--- config.mk ---
export PLATFORM = sky130hd
export DESIGN_NAME = igcfd_lowpass
export DESIGN_NICKNAME = d
export VERILOG_FILES = /design/src/design/igcfd_lowpass.sv
export SDC_FILE = /design/constraint.sdc
export NUM_CORES = 2
export LEC_CHECK = 0
export ABC_AREA = 1
export CORE_MARGIN = 2
export CORE_UTILIZATION = 40
export DETAILED_ROUTE_END_ITERATION = 10
export DONT_BUFFER_PORTS = 1
export PLACE_DENSITY = 0.57
export SKIP_CTS_REPAIR_TIMING = 1
export SLEW_MARGIN = 20
export SYNTH_ARGS = -nofsm -noshare
export SYNTH_HDL_FRONTEND = slang
export SYNTH_SLANG_ARGS = --single-unit
--- constraint.sdc ---
create_clock -name clock -period 30.1 [get_ports clock]
set_input_delay 3.01 -clock clock [delete_from_list [all_inputs] [get_ports clock]]
set_output_delay 3.01 -clock clock [all_outputs]
set_load 0.02 [all_outputs]
--- src/design/igcfd_lowpass.sv ---
// ----------------------------------------------------------------------------
// igcfd_lowpass
// First-order low-pass on both centered gyro axes, 0.92/0.08 mix, 8 fraction
// bits, rounded half up and clamped.
// ----------------------------------------------------------------------------
module igcfd_lowpass (
   input  logic               clock,
   input  logic               reset,
   input  logic               step,
   input  logic [9:0]         gyro_fb,
   input  logic [9:0]         gyro_rl,
   input  logic [9:0]         center_fb,
   input  logic [9:0]         center_rl,
   output logic signed [18:0] filt_fb_next,
   output logic signed [18:0] filt_rl_next
);

   // floor(num / 50): offset by 50 * 2^18, halve, multiply by ceil(2^29 / 25)
   localparam logic signed [25:0] LP_OFFSET = 26'sd13107200;
   localparam logic [24:0]        LP_RECIP  = 25'd21474837;
   localparam logic signed [20:0] LP_BIAS   = 21'sd262144;
   localparam logic signed [20:0] FILT_MAX  = 21'sd261888;

   logic signed [18:0] lp_fb_ff, lp_rl_ff;

   function automatic logic signed [18:0] lp_step(input logic signed [18:0] y,
                                                  input logic [9:0] g,
                                                  input logic [9:0] c);
      logic signed [10:0] d;
      logic signed [25:0] num;
      logic signed [25:0] u;
      logic [48:0]        prod;
      logic signed [20:0] q;
      d    = signed'({1'b0, g}) - signed'({1'b0, c});
      num  = 26'(y) * 26'sd46 + (26'(d) <<< 10) + 26'sd25;
      u    = num + LP_OFFSET;
      prod = {25'd0, u[24:1]} * {24'd0, LP_RECIP};
      q    = signed'({1'b0, prod[48:29]}) - LP_BIAS;
      if (q > FILT_MAX) begin
         q = FILT_MAX;
      end else if (q < -FILT_MAX) begin
         q = -FILT_MAX;
      end
      return q[18:0];
   endfunction

   always_comb begin
      filt_fb_next = lp_fb_ff;
      filt_rl_next = lp_rl_ff;
      if (step) begin
         filt_fb_next = lp_step(lp_fb_ff, gyro_fb, center_fb);
         filt_rl_next = lp_step(lp_rl_ff, gyro_rl, center_rl);
      end
   end

   always_ff @(posedge clock) begin
      if (reset) begin
         lp_fb_ff <= '0;
         lp_rl_ff <= '0;
      end else begin
         lp_fb_ff <= filt_fb_next;
         lp_rl_ff <= filt_rl_next;
      end
   end

endmodule

; Word level (Yosys, flattened, before mapping)
; Cells that the tools add are included.
[totals]
reg_bits = 38
latch_bits = 0
ramBits = 0
mem_bits_ro = 0
n_memories = 0
[classes]
n_addsub = 10
n_mul = 4
n_div = 0
n_lt_le_gt_ge = 4
n_eq_ne = 0
n_shift = 0
mux = 6
bitwise = 0
n_reduce_logical = 0
[op_table]
columns = cell, n
row1 = $mux 19, 6
row2 = $mul 24x25->49 const B, 2
row3 = $add 25x21->25, 2
row4 = $add 25x25->25 const B, 2
row5 = $add 25x6->25 const B, 2
row6 = $mul 19x6->24 const B, 2
row7 = $gt 21x19->1 const B, 2
row8 = $lt 21x19->1 const B, 2
row9 = $sub 20x19->21 const B, 2
row10 = $sub 10x10->11, 2

; Depth between registers and ports, before layout
[depth]
depth_word = 10
ltp_mapped = 76

; Worst setup path after synthesis
; No wires, ideal clock.
[synth_path]
path_kind = input to output
from = input port gyro_fb[0]
to = output port filt_fb_next[18]
arrival_ps = 12454
required_time_ps = 27090
slack_ps = 14636
stages = 59
path_buffers = 1
path_cell_list = inv_1 -> ha_1 -> inv_1 -> fa_1 -> a21oi_1 -> nor2_1 -> o21ai_1 -> nand2_1 -> nand2_1 -> nand2_1 -> a21oi_1 -> inv_1 -> ha_1 -> inv_1 -> ha_1 -> inv_1 -> nor2_1 -> nor2_1 -> [... 23 more ...] -> nand2_1 -> nand2_1 -> nor2_1 -> nand2_2 -> a31oi_1 -> xor2_1 -> ha_1 -> inv_1 -> nor2_1 -> nand2_1 -> nor2_1 -> nand3_1 -> nor2_1 -> nand2_1 -> nand3_1 -> buf_4 -> nand3b_1 -> nand2_1
[synth_between]
elab_chain_cells = 10
elab_cells_between_ends = 11
[synth_rtl]
columns = item, line
row1 = from (decl), 10  ; input logic [9:0] gyro_fb,
row2 = $sub 10x10->11 *, 34  ; d = signed'({1'b0, g}) - signed'({1'b0, c});
row3 = $add 25x21->25 *, 35  ; num = 26'(y) * 26'sd46 + (26'(d) <<< 10) + 26'sd25;
row4 = $add 25x6->25 *, 35
row5 = $add 25x25->25 *, 36  ; u = num + LP_OFFSET;
row6 = $mul 24x25->49 *, 37  ; prod = {25'd0, u[24:1]} * {24'd0, LP_RECIP};
row7 = $sub 20x19->21 *, 38  ; q = signed'({1'b0, prod[48:29]}) - LP_BIAS;
row8 = $lt 21x19->1, 41  ; end else if (q < -FILT_MAX) begin
row9 = $mux 19, 41
row10 = $mux 19 *, 39  ; if (q > FILT_MAX) begin
row11 = $mux 19 *, 50  ; if (step) begin
row12 = to (decl), 14  ; output logic signed [18:0] filt_fb_next,
; Mark *: on every way between the ends. The rest lies on a longest branch, timed or not.

; Worst setup path in the final report
[layout_path]
from = input port center_fb[2]
to = output port filt_fb_next[2]
[layout_between]
elab_chain_cells = 10
elab_cells_between_ends = 11
[layout_rtl]
columns = item, line
row1 = from (decl), 12  ; input logic [9:0] center_fb,
row2 = $sub 10x10->11 *, 34
row3 = $add 25x21->25 *, 35
row4 = $add 25x6->25 *, 35
row5 = $add 25x25->25 *, 36
row6 = $mul 24x25->49 *, 37
row7 = $sub 20x19->21 *, 38
row8 = $lt 21x19->1, 41
row9 = $mux 19, 41
row10 = $mux 19 *, 39
row11 = $mux 19 *, 50
; Marks and branches as above.

==> flow_metrics.tcl <==
set metrics [dict create \
    htree_levels 2 \
    tightest_slew_ns 0.927 \
    grt_pass1_wl_mm 143 \
    avgSynthCellArea_sq_um 7.54 \
    slew_headroom_pct 38.0 \
    die_area_sq_um 83300 \
    cts_tree "built" \
    ctsLongestPathBuffers 2 \
    ys_ff_latch 38 \
    drcViolationCount 0 \
    path_depth 58 \
    drive_above_1_share_pct 5.20 \
    start_util_pct 40.3 \
    slowest_delay_ns 0.55 \
    numCtsBuffers 5 \
    wl_per_cell_um 16.4 \
    critical_path.max_fanout 11 \
    fin_nets 5478 \
    r2r_start "lp_fb_ff[2]" \
    synth_edf_count 0 \
    worst_clock_skew_ns 0.00504 \
    worst-path-buf-inv 8 \
    drt-vias-per-instance 4.68 \
    grt_max_degree 39 \
    critPathKind "in -> out" \
    fmax_mhz 58.9 \
    slowest_stage "a2111oi_0" \
    critPathMostFrequentCell "nand2_1" \
    dieHeight_um 289 \
    critPathLaunch "center_fb[2]" \
    yosys_warnings 0 \
    core_area_sq_um 80400 \
    r2r_end "lp_fb_ff[1]" \
    grt_antenna_before_repair 0 \
    synth-seq-area-share_pct 2.35 \
    gp_congestion 0.972 \
    antenna_cells 0 \
    hold_depth 2 \
    crit_family "adder cells" \
    io_buffers 0 \
    synth_flop_cell "dfxtp_1" \
    worstPathRequired_ns 27.09 \
    slew_violations 0 \
    fin_util_pct 42.1 \
    dp_hpwl_mm 82.0 \
    setup_viol 0 \
    period_share_pct 56.4 \
    cp-start-kind "input port" \
    hold_viol_final 0 \
    grtUsageTotal_pct 21.9 \
    fin_setup_tns_ns 0 \
    area_growth_pct 4.58 \
    hold_end "lp_rl_ff[8]" \
    final_common_cell "inv_1" \
    endpoint_kind "output port" \
    reg2reg_slack_ns 16.59 \
    grt-ovfl-total 0 \
    syn-instance-count 4298 \
    clkLatencyLatePin_ns 0.30 \
    drv_cap 0 \
    vias 25100 \
    ios 81 \
    first_pass_iters 5 \
    clkSlewWorstSetupHoldPaths_ns 0.06 \
    routed_wirelength_mm 88.0 \
    cts_root_buf "clkbuf_16" \
    fin_crit_ns 16.99 \
    final_antenna_net_count 0 \
    row_count 104 \
    synth_area_sq_um 32400 \
    die_w_um 289 \
    rsz0062_at_grt "false" \
    drt_iter0_markers 1210 \
    hold_path_class "reg -> reg" \
    grt_pass1_vias 26000 \
    status "finished clean" \
    crit_arrival_ns 13.98 \
    clock-sinks 38 \
    synth_nets 5473 \
    hp-start "lp_rl_ff[8]" \
    reg2reg_depth 68 \
    async_flop_share_pct 0 \
    mostFrequentLayoutCells "1265 x inv_1, 756 x nand2_1, 664 x ha_1, 468 x fa_1, 286 x nor2_1" \
    synth_cell_type_count 55 \
]
[tightest hold or removal path, delay by kind of cell, from the launching register on]
kind,cells,cell delay (ns)
DFF,1,0.33
and+or+nand+nor,2,0.23
[worst max path at each step]
stage                            end  slack [ns]
finish               filt_fb_next[2]       13.11
global route         filt_fb_next[3]       12.04
floorplan           filt_fb_next[18]       14.64
global placement     filt_fb_next[2]       13.24
detailed placement   filt_fb_next[2]       13.16
CTS                  filt_fb_next[2]       13.13
[cell usage after synthesis, types with 31 or more instances]
cell	n	area share [%]
inv_1	1265	15
nand2_1	756	8.8
ha_1	664	26
fa_1	468	29
nor2_1	286	3.3
a21oi_1	164	2.5
nand3_1	126	1.9
xor2_1	74	2.0
o21ai_0	62	0.96
nand2_2	51	0.98
nor2_2	42	0.81
dfxtp_1	38	2.3
nand3_2	38	1.2
xnor2_1	38	1.0
inv_2	31	0.36
[metrics by stage]
stage          cell area [sq um]  worst slack [ns]  hold WS [ns]  cells
2_1_floorplan              32400             14.64         0.542   4298
3_5_place_dp               33700             13.16         0.600   5356
5_1_grt                    33900             12.04         0.646   5364
6_report                   33900             13.11         0.603   5364
3_3_place_gp               33700             13.24         0.588   5356
4_1_cts                    33900             13.13         0.608   5364
[cell families after synthesis]
family          after synthesis  synth area share (%)
simple gates               1414                  19.6
buf+inv                    1315                  15.5
fa+ha+maj                  1132                  54.6
compound gates              282                  4.73
xor+xnor                    117                  3.31
flops                        38                  2.35
[final cells by class]
class                           count  area (sq um)
Fill cell                        8468         46500
Clock inverter                      2          37.5
Timing Repair Buffer               15           113
Sequential cell                    38           761
Inverter                         1298          4870
Tap cell                         1060          1330
Clock buffer                        6           129
Multi-Input combinational cell   2945         26600
[registers in the layout, summed over array words and instances, names as in the netlist]
name and count:
lp_fb_ff 19, lp_rl_ff 19
[metal layers]
metal  vias to the layer above  track usage (%)  wire length (um)
li1                      12900                -                 -
met1                     11700             29.6             41200
met2                       385             38.6             42700
met3                        92             1.52              2170
met4                         0             4.05              1900
met5                         -                0                 0
Power is not shown: default switching activity piles up to over one toggle a cycle in this logic, so the estimate is an artifact.
