`src/design/igcfd_pkg.sv`:
```
// ----------------------------------------------------------------------------
// igcfd_pkg
// Shared types and codes for the gyro calibration and fall detection block.
// ----------------------------------------------------------------------------
package igcfd_pkg;

   // calibration status codes
   typedef enum logic [1:0] {
      CAL_PENDING  = 2'd0,
      CAL_DONE     = 2'd1,
      CAL_REJECTED = 2'd2
   } cal_state_type;

   // fall classification codes
   typedef enum logic [1:0] {
      FALL_STANDING = 2'd0,
      FALL_FORWARD  = 2'd1,
      FALL_BACKWARD = 2'd2
   } fall_class_type;

   // configuration register indexes
   localparam logic [1:0] CSR_MOTION_ENABLE  = 2'd0;
   localparam logic [1:0] CSR_FORWARD_LIMIT  = 2'd1;
   localparam logic [1:0] CSR_BACKWARD_LIMIT = 2'd2;

   // nominal gyro zero and accel ring fill value
   localparam logic [9:0]  GYRO_MID  = 10'd512;
   localparam logic [10:0] ACCEL_MID = 11'd512;

   // calibration view after the word now at the input
   typedef struct packed {
      cal_state_type status;
      logic [9:0]    center_fb;
      logic [9:0]    center_rl;
      logic          busy;
   } cal_view_type;

endpackage

```
`src/design/igcfd_cal.sv`:
```
// ----------------------------------------------------------------------------
// igcfd_cal
// Gyro bias calibration: running sums over the window, then a precomputed
// mean and variance test that the finalizing word picks up.
// ----------------------------------------------------------------------------
module igcfd_cal #(
   parameter int CAL_WINDOW = 100
) (
   input  logic                     clock,
   input  logic                     reset,
   input  logic                     step,
   input  logic                     sample_ok,
   input  logic [9:0]               gyro_fb,
   input  logic [9:0]               gyro_rl,
   output igcfd_pkg::cal_view_type  cal_view
);

   localparam int CNTW = $clog2(CAL_WINDOW + 1);
   localparam int SUMW = $clog2(1023 * CAL_WINDOW + 1);
   localparam int SQW  = $clog2(1046529 * CAL_WINDOW + 1);
   localparam int TW   = $clog2(64'd1050625 * CAL_WINDOW * CAL_WINDOW) + 1;
   // floor(sum / CAL_WINDOW) by reciprocal
   localparam int CL   = $clog2(CAL_WINDOW);
   localparam int CSH  = SUMW + CL;
   localparam longint unsigned CM = ((64'd1 << CSH) + CAL_WINDOW - 1) / CAL_WINDOW;
   localparam logic [SUMW:0]   CM_V = (SUMW + 1)'(CM);
   localparam logic [TW-1:0]   FOURNN = TW'(64'd4 * CAL_WINDOW * CAL_WINDOW);
   localparam logic [TW-1:0]   WIN_T  = TW'(CAL_WINDOW);
   localparam logic [CNTW-1:0] WIN_C  = CNTW'(CAL_WINDOW);

   igcfd_pkg::cal_state_type status_ff;
   logic [CNTW-1:0] count_ff;
   logic [SUMW-1:0] sum_fb_ff, sum_rl_ff;
   logic [SQW-1:0]  sq_fb_ff, sq_rl_ff;
   logic [9:0]      center_fb_ff, center_rl_ff;

   logic [TW-1:0]   lhs_fb_ff, lhs_rl_ff, sqr_fb_ff, sqr_rl_ff;
   logic [9:0]      mean_fb_ff, mean_rl_ff;
   logic            ok1_ff, ok2_ff, pass_ff;

   logic            pending, full;
   logic [19:0]     g2_fb, g2_rl;
   logic [2*SUMW-1:0] sqr_fb, sqr_rl;
   logic [2*SUMW:0] prod_fb, prod_rl;

   assign pending = (status_ff != igcfd_pkg::CAL_DONE);
   assign full    = (count_ff == WIN_C);
   assign g2_fb   = gyro_fb * gyro_fb;
   assign g2_rl   = gyro_rl * gyro_rl;
   assign sqr_fb  = sum_fb_ff * sum_fb_ff;
   assign sqr_rl  = sum_rl_ff * sum_rl_ff;
   assign prod_fb = {{(SUMW + 1){1'b0}}, sum_fb_ff} * {{SUMW{1'b0}}, CM_V};
   assign prod_rl = {{(SUMW + 1){1'b0}}, sum_rl_ff} * {{SUMW{1'b0}}, CM_V};

   // view after the current word: finalize result when the window is full
   always_comb begin
      cal_view.busy      = pending && full && !ok2_ff;
      cal_view.status    = status_ff;
      cal_view.center_fb = center_fb_ff;
      cal_view.center_rl = center_rl_ff;
      if (pending && full) begin
         if (pass_ff) begin
            cal_view.status    = igcfd_pkg::CAL_DONE;
            cal_view.center_fb = mean_fb_ff;
            cal_view.center_rl = mean_rl_ff;
         end else begin
            cal_view.status    = igcfd_pkg::CAL_REJECTED;
            cal_view.center_fb = igcfd_pkg::GYRO_MID;
            cal_view.center_rl = igcfd_pkg::GYRO_MID;
         end
      end
   end

   // accumulate or finalize
   always_ff @(posedge clock) begin
      if (reset) begin
         status_ff    <= igcfd_pkg::CAL_PENDING;
         count_ff     <= '0;
         sum_fb_ff    <= '0;
         sum_rl_ff    <= '0;
         sq_fb_ff     <= '0;
         sq_rl_ff     <= '0;
         center_fb_ff <= igcfd_pkg::GYRO_MID;
         center_rl_ff <= igcfd_pkg::GYRO_MID;
      end else if (step && pending) begin
         if (full) begin
            status_ff    <= cal_view.status;
            center_fb_ff <= cal_view.center_fb;
            center_rl_ff <= cal_view.center_rl;
            count_ff     <= '0;
            sum_fb_ff    <= '0;
            sum_rl_ff    <= '0;
            sq_fb_ff     <= '0;
            sq_rl_ff     <= '0;
         end else if (sample_ok) begin
            count_ff  <= count_ff + 1'b1;
            sum_fb_ff <= sum_fb_ff + SUMW'(gyro_fb);
            sum_rl_ff <= sum_rl_ff + SUMW'(gyro_rl);
            sq_fb_ff  <= sq_fb_ff + SQW'(g2_fb);
            sq_rl_ff  <= sq_rl_ff + SQW'(g2_rl);
         end
      end
   end

   // test precompute, stage 1: products and means
   always_ff @(posedge clock) begin
      lhs_fb_ff  <= TW'(sq_fb_ff) * WIN_T;
      lhs_rl_ff  <= TW'(sq_rl_ff) * WIN_T;
      sqr_fb_ff  <= TW'(sqr_fb);
      sqr_rl_ff  <= TW'(sqr_rl);
      mean_fb_ff <= prod_fb[CSH +: 10];
      mean_rl_ff <= prod_rl[CSH +: 10];
      // stage 2: N*sumsq - sum^2 < 4*N^2 on both axes
      pass_ff    <= (lhs_fb_ff < sqr_fb_ff + FOURNN) && (lhs_rl_ff < sqr_rl_ff + FOURNN);
   end

   // precompute valid flags; sums hold while the window is full
   always_ff @(posedge clock) begin
      if (reset) begin
         ok1_ff <= 1'b0;
         ok2_ff <= 1'b0;
      end else begin
         ok1_ff <= full;
         ok2_ff <= full && ok1_ff;
      end
   end

endmodule

```
`config.mk`:
```
export PLATFORM = sky130hd
export DESIGN_NAME = igcfd_cal
export DESIGN_NICKNAME = d
export VERILOG_FILES = /design/src/design/igcfd_pkg.sv /design/src/design/igcfd_cal.sv
export SDC_FILE = /design/constraint.sdc
export NUM_CORES = 2
export LEC_CHECK = 0
export ABC_AREA = 1
export BUFFER_PORTS_ARGS = -buffer_cell sky130_fd_sc_hd__buf_2
export CAP_MARGIN = 20
export CORE_MARGIN = 1.5
export CORE_UTILIZATION = 35
export DETAILED_ROUTE_END_ITERATION = 10
export PLACE_DENSITY = 0.62
export SETUP_SLACK_MARGIN = 0.5
export SLEW_MARGIN = 20
export SYNTH_ARGS = -nofsm -noshare
export SYNTH_HDL_FRONTEND = slang
export SYNTH_SLANG_ARGS = --single-unit
export TNS_END_PERCENT = 100
```
`constraint.sdc`:
```
create_clock -name clock -period 6.2 [get_ports clock]
set_clock_uncertainty 0.15 [all_clocks]
set_input_delay 0.62 -clock clock [delete_from_list [all_inputs] [get_ports clock]]
set_output_delay 0.62 -clock clock [all_outputs]
set_load 0.005 [all_outputs]
```
* Word level (Yosys, flattened, before mapping)
Index checks and enable logic that the tools add are counted.
Word-level totals: input port bits 24, output and inout port bits 23, flip-flop bits (word level) 272, word-level logic and storage cells 57
Operators by class: reduce and logical (&&, ||, !) cells 9, add/subtract/negate cells 7, muxes and demuxes 12, $lt $le $gt $ge 2, multiply operators 8, equality and inequality tests 2
Operators by type and width (count):
- 2-to-1 mux 27 bit | 4
- adder 34 x 16 -> 35 bit (second input constant) | 2
- less-than comparator 34 x 35 -> 1 bit | 2
- multiplier 17 x 17 -> 34 bit | 2
- multiplier 17 x 18 -> 34 bit (second input constant) | 2
- 2-to-1 mux 17 bit | 4
- multiplier 27 x 5 -> 32 bit (second input constant) | 2
- adder 27 x 20 -> 27 bit | 2
- 2-to-1 mux 22 bit | 2
- multiplier 10 x 10 -> 20 bit | 2
- adder 17 x 10 -> 17 bit | 2
- 2-to-1 mux 7 bit | 2
- adder 7 x 1 -> 7 bit (second input constant) | 1
- equality test 7 bit (second input constant) | 1
- logical AND 1 bit | 5
- AND reduction 2 bit | 2
- inequality test 2 x 1 -> 1 bit (second input constant) | 1
- nonzero test 2 bit | 1
- zero test 1 bit | 1

* Logic depth before layout (Yosys ltp)
word-level depth 4, depth in mapped cells 27, gate-level depth less buffers 25

* Worst setup path before layout
OpenSTA, ideal clock, no wires.
path kind register -> register, start register sum_rl_ff[10], end register sqr_rl_ff[33], clock period less this slack 5846 ps, cell stages (with the launch flop) 23, path buffers 2, slack 354 ps, setup time 72 ps, required time 5978 ps, arrival 5625 ps, path through dfxtp_1 clkbuf_1 buf_1 nand2_1 fa_1 inv_1 fa_1 inv_1 fa_1 inv_1 fa_1 fa_1 inv_1 fa_1 inv_1 ha_1 nand2_1 nor2_1 nand2_1 o21ai_0 nand3_1 nand2_1 xor2_1
Between the ends: cells in the longest elaborated chain, start to end 1
RTL lines:
- start: declaration | RTL line igcfd_cal.sv:33 | logic [SUMW-1:0] sum_fb_ff, sum_rl_ff;
- start signal: assignment | RTL line igcfd_cal.sv:98 | sum_rl_ff <= sum_rl_ff + SUMW'(gyro_rl);
- multiplier 17 x 17 -> 34 bit | RTL line igcfd_cal.sv:51 | assign sqr_rl = sum_rl_ff * sum_rl_ff;
- named net sqr_rl[33] | RTL line igcfd_cal.sv:43 | logic [2*SUMW-1:0] sqr_fb, sqr_rl;
- end signal: assignment | RTL line igcfd_cal.sv:110 | sqr_rl_ff <= TW'(sqr_rl);
- end: declaration | RTL line igcfd_cal.sv:37 | logic [TW-1:0] lhs_fb_ff, lhs_rl_ff, sqr_fb_ff, sqr_rl_ff;
The timed path passes the listed nets, and every way through them passes these cells. A chain may end at the register's enable or synchronous reset.

* Worst setup path after layout
start register sum_rl_ff[7], end register sqr_rl_ff[31]
Same word-level chain as after synthesis.

==> run summary <==
RSZ-0062 raised after global routing = true
ANT nets after route = 0
endpoints failing hold = 0
drt first-iter violations = 2269
Max Slew Vio Count = 0
RePlAce Congestion = 0.928
Hold Path Depth = 2
Setup TNS = 0 ns
# rows = 142
final worst slack = 0.650 ns
startpoint types = flip-flop
Worst-Margin Slew = 1.10 ns
CTS Buf Count = 38
port bufs = 46
post-synthesis async set-or-reset flop share = 0%
initial antenna violation count = 11
crit path max fanout = 6
yosys warns = 0
pwr dens = 193 nW/um^2
Final #Nets = 8550
synth top area cells = fa_1 29%, ha_1 21%, inv_1 13%
complex-gate fraction of the synthesized area = 7.38%
dominant synthesized flop cell = dfxtp_1
syn nets = 8489
largest net degree at the start of global routing = 65
Critical Path RT = 6.57 ns
largest family of logic cells by synthesized area = adder cells
Die Y = 393 um
DRC = 0
CTS max path bufs = 3
Vias = 42000
Setup violations, final = 0
CTS root buf = clkbuf_16
Final Cycle Share = 89.5%
total track usage = 18.5%
Wirelength per Cell = 15.6 um
vias in the first global route = 44200
slew margin rel. = 26.9%
DP Wirelength = 120000 um
Unique masters post-synth = 43
hold_buf cts = 0
cell taking the most area after synthesis = fa_1
worst vdd ir = 0.244 mV
final instance area = 58100 um^2
CTS clk-pin slew, worst paths = 0.06 ns
f_max = 0.180 GHz
Critical R2R Launch = sum_rl_ff[7]
CP Class = flip-flop to flip-flop
Leakage = 0.0330 uW
number of max-cap violations = 0
post-synthesis cell count = 6812
synthesized area = 53300 um^2
first-pass GRT wire length = 229000 um
Fillers = 15500
Post-synth EDFFs = 0
register area share after synthesis = 10.1%
R2R setup slack = 0.65 ns
GRT overflow = 0
register bit total from synthesis = 270
Hold Path Origin = reset
Final min period = 5.55 ns
placed cell area = 56200 um^2
Post-Synth Adder-Cell Area = 49.7%
Ports = 47
CTS tree = done
R2R depth = 21
status = finished, final reports clean
Hold EP = ok1_ff
routed vias/inst = 4.72
DP Worst Slack = 0.124 ns
clk sink count = 270
area grow syn2layout = 9.15%
clock latency on the worst-skew pair = 0.63 ns
total wire length = 139000 um
post-synthesis mux area share = 0%
Post-Synth Simple-Gate Area = 15.1%
Worst Hold Class = input pin to flip-flop
die area = 155000 um^2
Initial DRT Pass Iterations = 6
CP arrival = 5.92 ns
Post-synth top cells = 1861 x inv_1, 1228 x nand2_1, 879 x ha_1
initial core utilization = 35.4%
post-synthesis xor/xnor area fraction = 3.58%
endpoint type of the worst setup path = flip-flop
Avg Cell Area, Syn = 7.82 um^2
most numerous cell in the Yosys netlist = inv_1
Core Area = 150000 um^2
reg2reg end = sqr_rl_ff[31]
share of cells above drive strength 1 = 5.18%
Die Width = 393 um
top-area cell type share of the netlist area = 29.1%
H-Tree Depth = 2
[worst max-delay path: stages, from the launching register on]
cell and delay, ns:
dfxtp_2 0.38, buf_4 0.18, nand2_1 0.11, fa_1 0.55
inv_1 0.06, fa_1 0.54, inv_1 0.06, fa_1 0.38
inv_1 0.07, fa_1 0.44, fa_1 0.55, inv_1 0.05
fa_1 0.52, inv_1 0.06, ha_2 0.37, nand2_1 0.14
nor2_4 0.15, nand3_1 0.09, nand3_1 0.18, nand2_1 0.12
nand2_1 0.11, xor2_1 0.23
[kinds of logic after synthesis]
| group | count (synthesis) |
|---|---|
| adders and majority gates | 1653 |
| and+or+nand+nor | 1967 |
| DFF | 270 |
| buffers and inverters | 1982 |
| AOI/OAI and AO/OA | 722 |
| xor gates and xnor gates | 218 |
[power breakdown]
| part | leakage [uW] | switching, uW | internal [uW] |
|---|---|---|---|
| combinational | 0.0302 | 4260 | 2480 |
| clock | 0.000626 | 969 | 1330 |
| sequential | 0.00222 | 217 | 1960 |
[per-stage QoR]
stage          total power [uW]  hold slack (ns)  instances  util [%]
2_1_floorplan              7210            0.237       6812         -
3_3_place_gp               8820            0.258       8840      37.3
3_5_place_dp               8880            0.256       8840      37.3
4_1_cts                   11300           0.0268       8904      38.2
5_1_grt                   12500           0.0490       8914      38.6
6_report                  11200           0.0675       8915      38.6
[placed cells by master, fill, tap and decap left out, drive strengths merged, types with 2 or more instances in the layout]
cell | Yosys | final
bufinv | 0 | 3
a21oi | 381 | 381
and3 | 4 | 4
nor4 | 7 | 7
clkbuf | 90 | 47
o21bai | 24 | 24
a22oi | 2 | 2
a31oi | 27 | 27
a211oi | 8 | 8
nor3 | 93 | 93
dfxtp | 270 | 270
diode | 0 | 2
nand3 | 195 | 195
nor2 | 355 | 355
xor2 | 145 | 145
o21a | 19 | 19
nand4 | 52 | 52
a21boi | 6 | 6
clkinv | 1 | 9
xnor2 | 73 | 73
nand2 | 1230 | 1230
inv | 1866 | 1871
o21ai | 193 | 193
nand3b | 9 | 9
fa | 774 | 774
a21o | 30 | 30
o211ai | 8 | 8
ha | 879 | 879
o22ai | 23 | 23
or2 | 18 | 18
nor3b | 4 | 4
buf | 25 | 136
[worst max path at each step]
stage	start	end	slack, ns	depth (start not counted)
floorplan	sum_rl_ff[7]	sqr_rl_ff[33]	0.50	22
global placement	sum_rl_ff[8]	sqr_rl_ff[27]	0.09	19
detailed placement	sum_rl_ff[8]	sqr_rl_ff[27]	0.12	19
CTS	sum_fb_ff[6]	mean_fb_ff[4]	0.50	19
global route	sum_rl_ff[5]	mean_rl_ff[6]	0.47	20
finish	sum_rl_ff[7]	sqr_rl_ff[31]	0.65	21
[state kept, by name, summed over array words and instances (netlist names), 17 cells and up]
name	flops
sqr_fb_ff	33
sq_fb_ff	27
lhs_rl_ff	32
sum_rl_ff	17
sq_rl_ff	27
sqr_rl_ff	33
sum_fb_ff	17
lhs_fb_ff	32
[routing by layer]
layer  routed length [um]  up-vias  GRT usage [%]
li1                     -    20800              -
met1                65700    20200           25.6
met2                62800      839           30.5
met3                 6660      186           2.22
met4                 3400       10           4.65
met5                   71        -              0
[layout make-up]
cell class	count	area, um^2	share of cell area [%]
multi-input combinational	4560	40800	70.2
clock buffer	47	1030	1.78
timing repair buffer	136	998	1.72
sequential	270	5490	9.44
clock inverter	17	250	0.430
tap	2016	2520	4.34
antenna	2	5.00	0.00861
inverter	1867	7010	12.1
[repair_timing]
action	4_1_cts	5_1_grt
pin swaps	1	16
gates resized for setup	40	145
buffers inserted	0	9
endpoints found under the setup margin	47	54
gates cloned	0	0
(Power assumes the default switching activity.)
