$ cat src/design/igcfd_pkg.sv
// ----------------------------------------------------------------------------
// igcfd_pkg
// Shared types and codes for the gyro calibration and fall detection block.
// ----------------------------------------------------------------------------
package igcfd_pkg;

   // calibration status codes
   typedef enum logic [1:0] {
      CAL_PENDING  = 2'd0,
      CAL_DONE     = 2'd1,
      CAL_REJECTED = 2'd2
   } cal_state_type;

   // fall classification codes
   typedef enum logic [1:0] {
      FALL_STANDING = 2'd0,
      FALL_FORWARD  = 2'd1,
      FALL_BACKWARD = 2'd2
   } fall_class_type;

   // configuration register indexes
   localparam logic [1:0] CSR_MOTION_ENABLE  = 2'd0;
   localparam logic [1:0] CSR_FORWARD_LIMIT  = 2'd1;
   localparam logic [1:0] CSR_BACKWARD_LIMIT = 2'd2;

   // nominal gyro zero and accel ring fill value
   localparam logic [9:0]  GYRO_MID  = 10'd512;
   localparam logic [10:0] ACCEL_MID = 11'd512;

   // calibration view after the word now at the input
   typedef struct packed {
      cal_state_type status;
      logic [9:0]    center_fb;
      logic [9:0]    center_rl;
      logic          busy;
   } cal_view_type;

endpackage

$ cat src/design/igcfd_ring.sv
// ----------------------------------------------------------------------------
// igcfd_ring
// Accelerometer ring memory with running sum. The entry at the next write
// position is prefetched so the sum update needs no read wait.
// ----------------------------------------------------------------------------
module igcfd_ring #(
   parameter int ACCEL_WINDOW = 30
) (
   input  logic                                      clock,
   input  logic                                      reset,
   input  logic                                      step,
   input  logic [9:0]                                accel_raw,
   output logic [$clog2(1024 * ACCEL_WINDOW + 1)-1:0] sum_next
);

   localparam int PW  = (ACCEL_WINDOW > 1) ? $clog2(ACCEL_WINDOW) : 1;
   localparam int RSW = $clog2(1024 * ACCEL_WINDOW + 1);
   localparam logic [PW-1:0]  LAST_POS  = PW'(ACCEL_WINDOW - 1);
   localparam logic [RSW-1:0] SUM_RESET = RSW'(512 * ACCEL_WINDOW);

   logic [10:0]             ring_mem [ACCEL_WINDOW];
   logic [ACCEL_WINDOW-1:0] valid_ff;
   logic [PW-1:0]           pos_ff, pos_in;
   logic [RSW-1:0]          sum_ff;
   logic [10:0]             mem_q_ff, fwd_data_ff;
   logic                    fwd_ff, rd_valid_ff;
   logic [10:0]             value, old;

   assign value = 11'd1024 - {1'b0, accel_raw};

   // next write position
   always_comb begin
      pos_in = pos_ff;
      if (step) begin
         pos_in = (pos_ff == LAST_POS) ? '0 : pos_ff + 1'b1;
      end
   end

   // oldest entry: forwarded write, stored value, or the fill value
   assign old = fwd_ff ? fwd_data_ff : (rd_valid_ff ? mem_q_ff : igcfd_pkg::ACCEL_MID);

   assign sum_next = step ? sum_ff - RSW'(old) + RSW'(value) : sum_ff;

   // memory: one write, one registered read
   always_ff @(posedge clock) begin
      if (step) begin
         ring_mem[pos_ff] <= value;
      end
      mem_q_ff    <= ring_mem[pos_in];
      fwd_data_ff <= value;
   end

   always_ff @(posedge clock) begin
      if (reset) begin
         valid_ff    <= '0;
         pos_ff      <= '0;
         sum_ff      <= SUM_RESET;
         fwd_ff      <= 1'b0;
         rd_valid_ff <= 1'b0;
      end else begin
         if (step) begin
            valid_ff[pos_ff] <= 1'b1;
         end
         pos_ff      <= pos_in;
         sum_ff      <= sum_next;
         fwd_ff      <= step && (pos_in == pos_ff);
         rd_valid_ff <= valid_ff[pos_in];
      end
   end

endmodule

$ cat config.mk
export PLATFORM = sky130hd
export DESIGN_NAME = igcfd_ring
export DESIGN_NICKNAME = d
export VERILOG_FILES = /design/src/design/igcfd_pkg.sv /design/src/design/igcfd_ring.sv
export SDC_FILE = /design/constraint.sdc
export NUM_CORES = 1
export LEC_CHECK = 0
export BUFFER_PORTS_ARGS = -buffer_cell sky130_fd_sc_hd__buf_2
export CORE_ASPECT_RATIO = 1.5
export CORE_MARGIN = 4
export CORE_UTILIZATION = 50
export DETAILED_ROUTE_END_ITERATION = 8
export GPL_ROUTABILITY_DRIVEN = 0
export GPL_TIMING_DRIVEN = 0
export HOLD_SLACK_MARGIN = 0.02
export PLACE_DENSITY = 0.66
export SLEW_MARGIN = 15
export SYNTH_ARGS = -nofsm -noshare
export SYNTH_HDL_FRONTEND = slang
export SYNTH_SLANG_ARGS = --single-unit
$ cat constraint.sdc
create_clock -name clock -period 7.21 [get_ports clock]
set_input_delay 1.442 -clock clock [delete_from_list [all_inputs] [get_ports clock]]
set_output_delay 1.442 -clock clock [all_outputs]
set_load 0.05 [all_outputs]
# Yosys cells after proc, flatten, opt, wreduce, memory -nomap -nowiden
# Memory sizes are Yosys's and may differ from the RTL's. A register that Yosys moved wholly into a read port is not among the register bits.
# Index checks and enable logic that the tools add are counted.
# totals
ff_bits	63
mem_bits_rw	330
in_bits	13
output_inout_bits	15
wordCells	30
n_memories	1
# mem_list
memory	words	width	rd	rd_ports_with_merged_regs	wr	line_no	text
ring_mem	30	11	1	1	1	igcfd_ring.sv:21	logic [10:0] ring_mem [ACCEL_WINDOW];
# classes
n_addsub	4
n_lt_le_gt_ge	3
eq_ne	2
n_mux	11
bitwise	1
reduce_logical	2
# ops
operator	count
30-bit OR	1
11-bit 2-to-1 mux	2
15-bit by 11-bit adder with 15-bit output	1
15-bit 2-to-1 mux	1
15-bit by 11-bit subtractor with 15-bit output	1
5-bit by 6-bit < comparator with 1-bit output (second input constant)	2
11-bit by 10-bit subtractor with 11-bit output (first input constant)	1
5-bit 2-to-1 mux	2
5-bit by 1-bit adder with 5-bit output (second input constant)	1
1-bit binary-select mux with 5-bit select	1
1-bit demux with 5-bit select	1
5-bit == test	1
5-bit == test (second input constant)	1
5-bit by 1-bit >= comparator with 1-bit output (second input constant)	1
1-bit 2-to-1 mux	4
1-bit logical AND	2

# Depth between registers and ports, before layout
# Gate-level depths: netlist of the first run.
# depth
depth_word	5
ltp_mapped	15
mapped_depth_nobuf	15

# Least setup slack after synthesis of the first run
# OpenSTA, ideal clock, no wires.
# synth_timing
path_kind	input-to-output
from	input accel_raw[0]
to	output sum_next[14]
arrival_time_ns	5.803
t_required_ns	5.768
path_slack_ns	-0.035
path_stages	14
path_buffers	0
cell_sequence	inv_1 -> ha_1 -> xnor2_1 -> inv_1 -> fa_1 -> inv_1 -> ha_1 -> a211oi_2 -> o21ai_2 -> a2111o_1 -> and3_1 -> o21ai_1 -> nor3b_2 -> xor2_1
# synth_via
elab_chain_cells	3
# synth_lines
item	line_no	text
from (decl)	igcfd_ring.sv:12	input logic [9:0] accel_raw,
11-bit by 10-bit subtractor with 11-bit output	igcfd_ring.sv:29	assign value = 11'd1024 - {1'b0, accel_raw};
via value[2]	igcfd_ring.sv:27	logic [10:0] value, old;
15-bit by 11-bit adder with 15-bit output	igcfd_ring.sv:42	assign sum_next = step ? sum_ff - RSW'(old) + RSW'(value) : sum_ff;
15-bit 2-to-1 mux	igcfd_ring.sv:42	
to (decl)	igcfd_ring.sv:13	output logic [$clog2(1024 * ACCEL_WINDOW + 1)-1:0] sum_next
# The timed path passes the listed nets, and every way through them passes these cells.

# Final worst setup path of the first run
# layout_timing
from	input accel_raw[2]
to	output sum_next[14]
# Same word-level chain as after synthesis.

==> flow_summary.json, run 1 <==
{
  "ys_dominant_reg_cell": "edfxtp_1",
  "max-vdd-ir-drop_mv": 0.160,
  "final_nets": 1169,
  "critical_path_arrival_ns": 5.49,
  "wl_per_cell_microns": 23.4,
  "synth_fa_ha_area_share_pct": 2.83,
  "overflow": 0,
  "period_share_pct": 96.1,
  "place_area_sq_mm": 0.0177,
  "endpoint_kind": "output pin",
  "fin_crit_ns": 6.93,
  "start_kind": "input port",
  "cts_buffers": 38,
  "die_h_microns": 231,
  "grt_pass1_wl_microns": 54900,
  "cts_max_level": 2,
  "rr_startpoint": "fwd_ff",
  "start_util_pct": 50.8,
  "grt_max_degree": 35,
  "cp.required_ns": 5.77,
  "clk_path_buf_depth": 3,
  "regArea_sq_mm": 0.0114,
  "hpwl_microns": 24900,
  "leakage_uw": 0.00670,
  "nFillCells": 2474,
  "first_global_vias": 9069,
  "pin_count": 28,
  "n_antenna_cell": 0,
  "drcViolationCount": 0,
  "final_common_cell": "edfxtp_1",
  "utilization_pct": 58.2,
  "synth_compound_area_share_pct": 6.70,
  "clock_sinks": 404,
  "core_sq_mm": 0.0327,
  "grt_setup_unrepaired": "no",
  "finalClockSkew_ns": 0.0118,
  "powerDensity_mw_per_mm2": 305,
  "setup_viol": 0,
  "slew_headroom_pct": 22.4,
  "ant_nets": 0,
  "root_buffer": "clkbuf_16",
  "status": "completed",
  "path_max_fanout": 17,
  "crit_type": "input port to output pin",
  "io_buffers": 25,
  "grt_usage_pct": 20.4,
  "clock.fmax_mhz": 144,
  "synth_warnings": 0,
  "vias": 8930,
  "reg2reg_depth": 13,
  "synth_seq_cells": 404,
  "worstHoldEndpoint": "valid_ff[23]",
  "syn_to_final_growth_pct": 14.5,
  "rows": 81,
  "synth_top_family_by_area": "multiplexers",
  "die_area_sq_mm": 0.0363,
  "syn-num-nets": 1084,
  "async_flop_share_pct": 0,
  "synth_xor_area_share_pct": 0.843,
  "drt-initial-drc-count": 798,
  "drive_above_1_share_pct": 21.5,
  "slowest_delay_ns": 0.54,
  "synthMuxAreaShare_pct": 12.3,
  "tightest_slew_ns": 1.16,
  "hold_path.class": "register to register",
  "routed_wl_microns": 36700,
  "hold_depth": 2,
  "yosys.area_share.simple_pct": 5.91,
  "synth.avg_cell_area_sq_um": 16.0,
  "tns_ns": 0,
  "hold_start": "valid_ff[23]",
  "most-common-layout-cells": "330 x edfxtp_1, 111 x nor2_1, 74 x dfxtp_1, 70 x mux4_2, 53 x inv_1",
  "final-hold-violation-count": 0,
  "path_delay_family": "simple AND/OR/NAND/NOR gates",
  "drv_cap": 0,
  "vias_per_cell": 5.69,
  "crit_slowest_cell": "xor2_4",
  "clock_latency_ns": 0.53,
  "rrSetupSlack_ns": 3.33,
  "stdcell_area_sq_mm": 0.0190,
  "synth-edff-count": 330,
  "syn_inst": 1040,
  "r2r-end": "sum_ff[14]",
  "antenna_found_initial": 0,
  "path_buf_inv": 5,
  "cts_tree": "built",
  "synth_cell_type_count": 61,
  "drv_slew": 0,
  "yosysSeqAreaShare_pct": 68.5,
  "drtPass1Iterations": 5,
  "worstPathCellList": "buf_2 -> nor3_1 -> nand3_1 -> xor2_4 -> buf_16 -> inv_1 -> fa_1 -> inv_1 -> ha_1 -> o21a_1 -> a2111o_1 -> and3_1 -> o21ai_1 -> nor3b_2 -> xor2_1 -> buf_2",
  "die_x_microns": 157,
  "multi_input_area_sq_mm": 0.00497,
  "syn-cell-area_sq_mm": 0.0166,
  "clk_pin_slew_worst_paths_ns": 0.06
}
==> worst reg2reg max path: cells and delay by family, from the launching register on <==
kind / cells / cell delay [ns]
flops: 1 / 0.39
simple gates: 3 / 0.50
compound gates: 5 / 1.30
buf+inv: 2 / 0.27
mux: 1 / 0.34
fa+ha+maj: 2 / 0.96
==> repair_timing <==
item                       4_1_cts  5_1_grt
gates cloned                     0        1
setup buffers                    3        2
setup endpoints to repair        5        3
hold buffers                     0        0
pin swaps                        3        3
resized for setup                2        1
==> metrics by stage <==
| stage | worst slack, ns | std cells | hold slack, ns | total power, uW |
|---|---|---|---|---|
| after floorplan | -0.0170 | 1040 | 0.432 | 3560 |
| after global placement | -2.08 | 1480 | 0.441 | 3820 |
| after detailed placement | -0.433 | 1494 | 0.458 | 3850 |
| after CTS | 0.0853 | 1567 | 0.473 | 5850 |
| after global routing | 0.0323 | 1570 | 0.493 | 6060 |
| final | 0.283 | 1570 | 0.471 | 5810 |
==> cell usage after synthesis, types with 5 or more instances <==
library cell | n | area [sq um]
xor2_1 | 11 | 96.3
edfxtp_1 | 330 | 9910
mux2i_1 | 44 | 440
dfxtp_1 | 74 | 1480
inv_1 | 53 | 199
a211oi_1 | 20 | 150
or3_1 | 6 | 37.5
ha_1 | 20 | 250
buf_6 | 7 | 78.8
fa_1 | 11 | 220
nand2_1 | 31 | 116
a21oi_1 | 21 | 105
o21ai_1 | 7 | 35.0
a22o_1 | 31 | 272
nor2b_1 | 18 | 113
o21ai_0 | 24 | 120
mux4_2 | 70 | 1580
buf_2 | 17 | 85.1
o221ai_1 | 11 | 96.3
a21o_1 | 8 | 60.1
nand3_1 | 6 | 30.0
clkbuf_1 | 21 | 78.8
nor2_1 | 128 | 480
xnor2_1 | 5 | 43.8
nor3_1 | 14 | 70.1
==> power breakdown <==
group	total (uW)	internal (uW)	leakage, uW	switching [uW]
combinational	1210	433	0.00246	774
sequential	2600	2580	0.00362	18.5
clock	2000	1160	0.000619	840
total	5810	4180	0.00670	1630
==> worst max-delay path by stage <==
stage | from | to | cells past startpoint
global route | accel_raw[2] | sum_next[13] | 16
floorplan | accel_raw[0] | sum_next[14] | 15
finish | accel_raw[2] | sum_next[14] | 16
detailed placement | accel_raw[0] | sum_next[14] | 15
global placement | accel_raw[0] | sum_next[14] | 17
CTS | accel_raw[0] | sum_next[14] | 15
==> metal layers <==
layer  global-route usage [%]  vias to the layer above  part of all wire (%)
met5                        0                        -                     0
met4                     10.1                        0                   5.2
met3                     2.73                       78                   4.4
met2                     34.6                      250                    51
met1                     25.7                     4456                    39
li1                         -                     4146                     -
==> flip-flops by register name, summed over array words and instances, names as in the netlist <==
signal,flops
ring_mem,330
fwd_ff,1
pos_ff,5
mem_q_ff,11
rd_valid_ff,1
fwd_data_ff,11
valid_ff,30
sum_ff,15
==> kinds of logic after synthesis <==
kind of cell    count (synthesis)
flops                         404
simple gates                  219
compound gates                150
mux                           116
buf+inv                       103
fa+ha+maj                      31
xor+xnor                       16
other cells                     1
==> cell type report <==
class	instances	share of cell area, %
Clock inverter	18	0.749
Tap cell	415	2.73
Sequential cell	404	59.8
Multi-Input combinational cell	534	26.1
Inverter	53	1.05
Buffer	50	1.51
Timing Repair Buffer	44	2.14
Clock buffer	52	5.88
Note: power is estimated with default switching activity, not from simulation.
==> inputs of run 2 (changes only) <==
--- a/config.mk
+++ b/config.mk
@@ -5,12 +5,12 @@
 export SDC_FILE = /design/constraint.sdc
 export NUM_CORES = 1
 export LEC_CHECK = 0
-export BUFFER_PORTS_ARGS = -buffer_cell sky130_fd_sc_hd__buf_2
+export BUFFER_PORTS_ARGS = -buffer_cell sky130_fd_sc_hd__buf_4
+export CAP_MARGIN = 0
 export CORE_ASPECT_RATIO = 1.5
 export CORE_MARGIN = 4
 export CORE_UTILIZATION = 50
 export DETAILED_ROUTE_END_ITERATION = 8
-export GPL_ROUTABILITY_DRIVEN = 0
 export GPL_TIMING_DRIVEN = 0
 export HOLD_SLACK_MARGIN = 0.02
 export PLACE_DENSITY = 0.66
==> run 2 against run 1 <==
Against the previous run: cell area rose by 0.14%; die area stayed put; wire length rose by 1.4%; critical endpoint unchanged; highest routed layer unchanged.
==> flow_summary.json, run 2 (same netlist as run 1, synthesis figures left out) <==
{
  "max-vdd-ir-drop_mv": 0.185,
  "grt_usage_pct": 20.6,
  "die_h_microns": 231,
  "final_common_cell": "edfxtp_1",
  "cp.depth": 17,
  "core_sq_mm": 0.0327,
  "wl_per_cell_microns": 23.7,
  "syn_to_final_growth_pct": 14.6,
  "drtPass1Iterations": 5,
  "vias": 9106,
  "power.total_uw": 5820,
  "slew_headroom_pct": 24.0,
  "n_antenna_cell": 0,
  "hold_path.class": "register to register",
  "cts_max_level": 2,
  "setup_slack_ns": 0.276,
  "tns_ns": 0,
  "most-common-layout-cells": "330 x edfxtp_1, 110 x nor2_1, 74 x dfxtp_1, 70 x mux4_2, 53 x inv_1",
  "path_buf_inv": 6,
  "drt-initial-drc-count": 751,
  "slowest_delay_ns": 0.50,
  "place_ws_ns": -0.523,
  "grt_max_degree": 35,
  "p_seq_share_pct": 44.8,
  "crit_type": "input port to output pin",
  "leakage_uw": 0.00669,
  "reg2reg_depth": 13,
  "path_max_fanout": 34,
  "pwr-share-comb_pct": 21.5,
  "final_nets": 1171,
  "rr_startpoint": "fwd_ff",
  "overflow": 0,
  "drv_cap": 0,
  "finalClockSkew_ns": 0.0184,
  "vias_per_cell": 5.80,
  "largest_reg_flops": 330,
  "pwr-share-clk_pct": 33.8,
  "hpwl_microns": 25100,
  "p_sw_uw": 1650,
  "pin_count": 28,
  "rrSetupSlack_ns": 3.36,
  "root_buffer": "clkbuf_16",
  "largest_register": "ring_mem",
  "cts_buffers": 39,
  "startpoint": "accel_raw[0]",
  "top_regs": "ring_mem (330), valid_ff (30), sum_ff (15)",
  "clock.fmax_mhz": 144,
  "die_x_microns": 157,
  "tightest_slew_ns": 1.14,
  "routabilityCongestion": 0.894,
  "grt_pass1_wl_microns": 55400,
  "clock_latency_ns": 0.54,
  "critical_path_arrival_ns": 5.49,
  "antenna_found_initial": 1,
  "cts_tree": "built",
  "rows": 81,
  "worstPathCellList": "buf_4 -> inv_1 -> ha_4 -> nand3b_1 -> or3_1 -> xor2_4 -> buf_16 -> inv_1 -> fa_1 -> inv_1 -> ha_1 -> a2111o_1 -> and3_1 -> o21ai_1 -> nor3b_2 -> xor2_1 -> buf_4",
  "fin_crit_ns": 6.93,
  "clock_sinks": 404,
  "clk_pin_slew_worst_paths_ns": 0.06,
  "setup_viol": 0,
  "utilization_pct": 58.2,
  "grt_setup_unrepaired": "no",
  "start_kind": "input port",
  "r2r-end": "sum_ff[14]",
  "crit_path_frequent_cell": "inv_1",
  "swShare_pct": 28.4,
  "clk_path_buf_depth": 3,
  "start_util_pct": 50.8,
  "period_share_pct": 96.2,
  "ant_nets": 0,
  "first_global_vias": 9134,
  "crit_slowest_cell": "fa_1",
  "ctsHoldBuffers": 0,
  "final-hold-violation-count": 0,
  "die_area_sq_mm": 0.0363,
  "whs_ns": 0.467,
  "status": "completed",
  "drcViolationCount": 0,
  "powerDensity_mw_per_mm2": 305,
  "path_delay_family": "simple AND/OR/NAND/NOR gates",
  "drv_slew": 0,
  "cp.required_ns": 5.77,
  "drive_above_1_share_pct": 21.6,
  "routed_wl_microns": 37200,
  "endpoint_kind": "output pin",
  "internal_power_uw": 4160,
  "crit_end": "sum_next[14]",
  "io_buffers": 25
}
## run 2: changes by cell type in the layout (fill, tap and decap cells not counted), sizes merged
| cell | change |
|---|---|
| clkinv | -7 |
| buf | +1 |
| clkinvlp | +3 |
| bufinv | -2 |
| inv | +2 |
| clkbuf | +3 |
## run 2: routing by layer
| layer | track usage, % | up-vias | share of wire [%] |
|---|---|---|---|
| met3 | 2.99 | 69 | 5.1 |
| met4 | 8.03 | 0 | 4.0 |
| met1 | 26.5 | 4627 | 40 |
| li1 | - | 4144 | - |
| met5 | 0 | - | 0 |
| met2 | 35.2 | 266 | 51 |
## run 2: worst min-delay path, delay by kind of cell (launching register included)
kind	cells	cell delay [ns]
flops	1	0.33
simple gates	2	0.10
## run 2: how the worst min path moves through the flow
stage | start | to | slack, ns | depth (start not counted)
2_1_floorplan | valid_ff[19] | valid_ff[19] | 0.43 | 2
3_3_place_gp | valid_ff[19] | valid_ff[19] | 0.44 | 2
3_5_place_dp | valid_ff[12] | valid_ff[12] | 0.46 | 2
4_1_cts | valid_ff[12] | valid_ff[12] | 0.47 | 2
5_1_grt | valid_ff[12] | valid_ff[12] | 0.48 | 2
6_report | valid_ff[29] | valid_ff[29] | 0.47 | 2
## run 2: stage by stage
step | area [sq um] | cells
3_5_place_dp | 17700 | 1494
3_3_place_gp | 17300 | 1480
6_report | 19100 | 1570
2_1_floorplan | 16600 | 1040
4_1_cts | 19000 | 1563
5_1_grt | 19100 | 1570
## run 2: cell type report
type,count,area [sq um]
tap,415,519
clock buffer,55,1130
fill,2465,13700
clock inverter,14,101
timing repair buffer,45,458
multi-input combinational,534,4970
inverter,53,199
sequential,404,11400
buffer,50,288
## run 2: what timing repair did
action                                  CTS  global route
resized for setup                         2             0
pin swaps                                 0             6
gates cloned                              0             1
buffers inserted                          0             6
endpoints found under the setup margin    5             3
## run 2: power groups by stage
stage               Sequential (uW)  Clock [uW]  Combinational (uW)
finish                         2600        1960                1250
global route                   2610        2090                1360
CTS                            2600        1990                1250
detailed placement             2650           0                1240
global placement               2660           0                1200
floorplan                      2650           0                 914
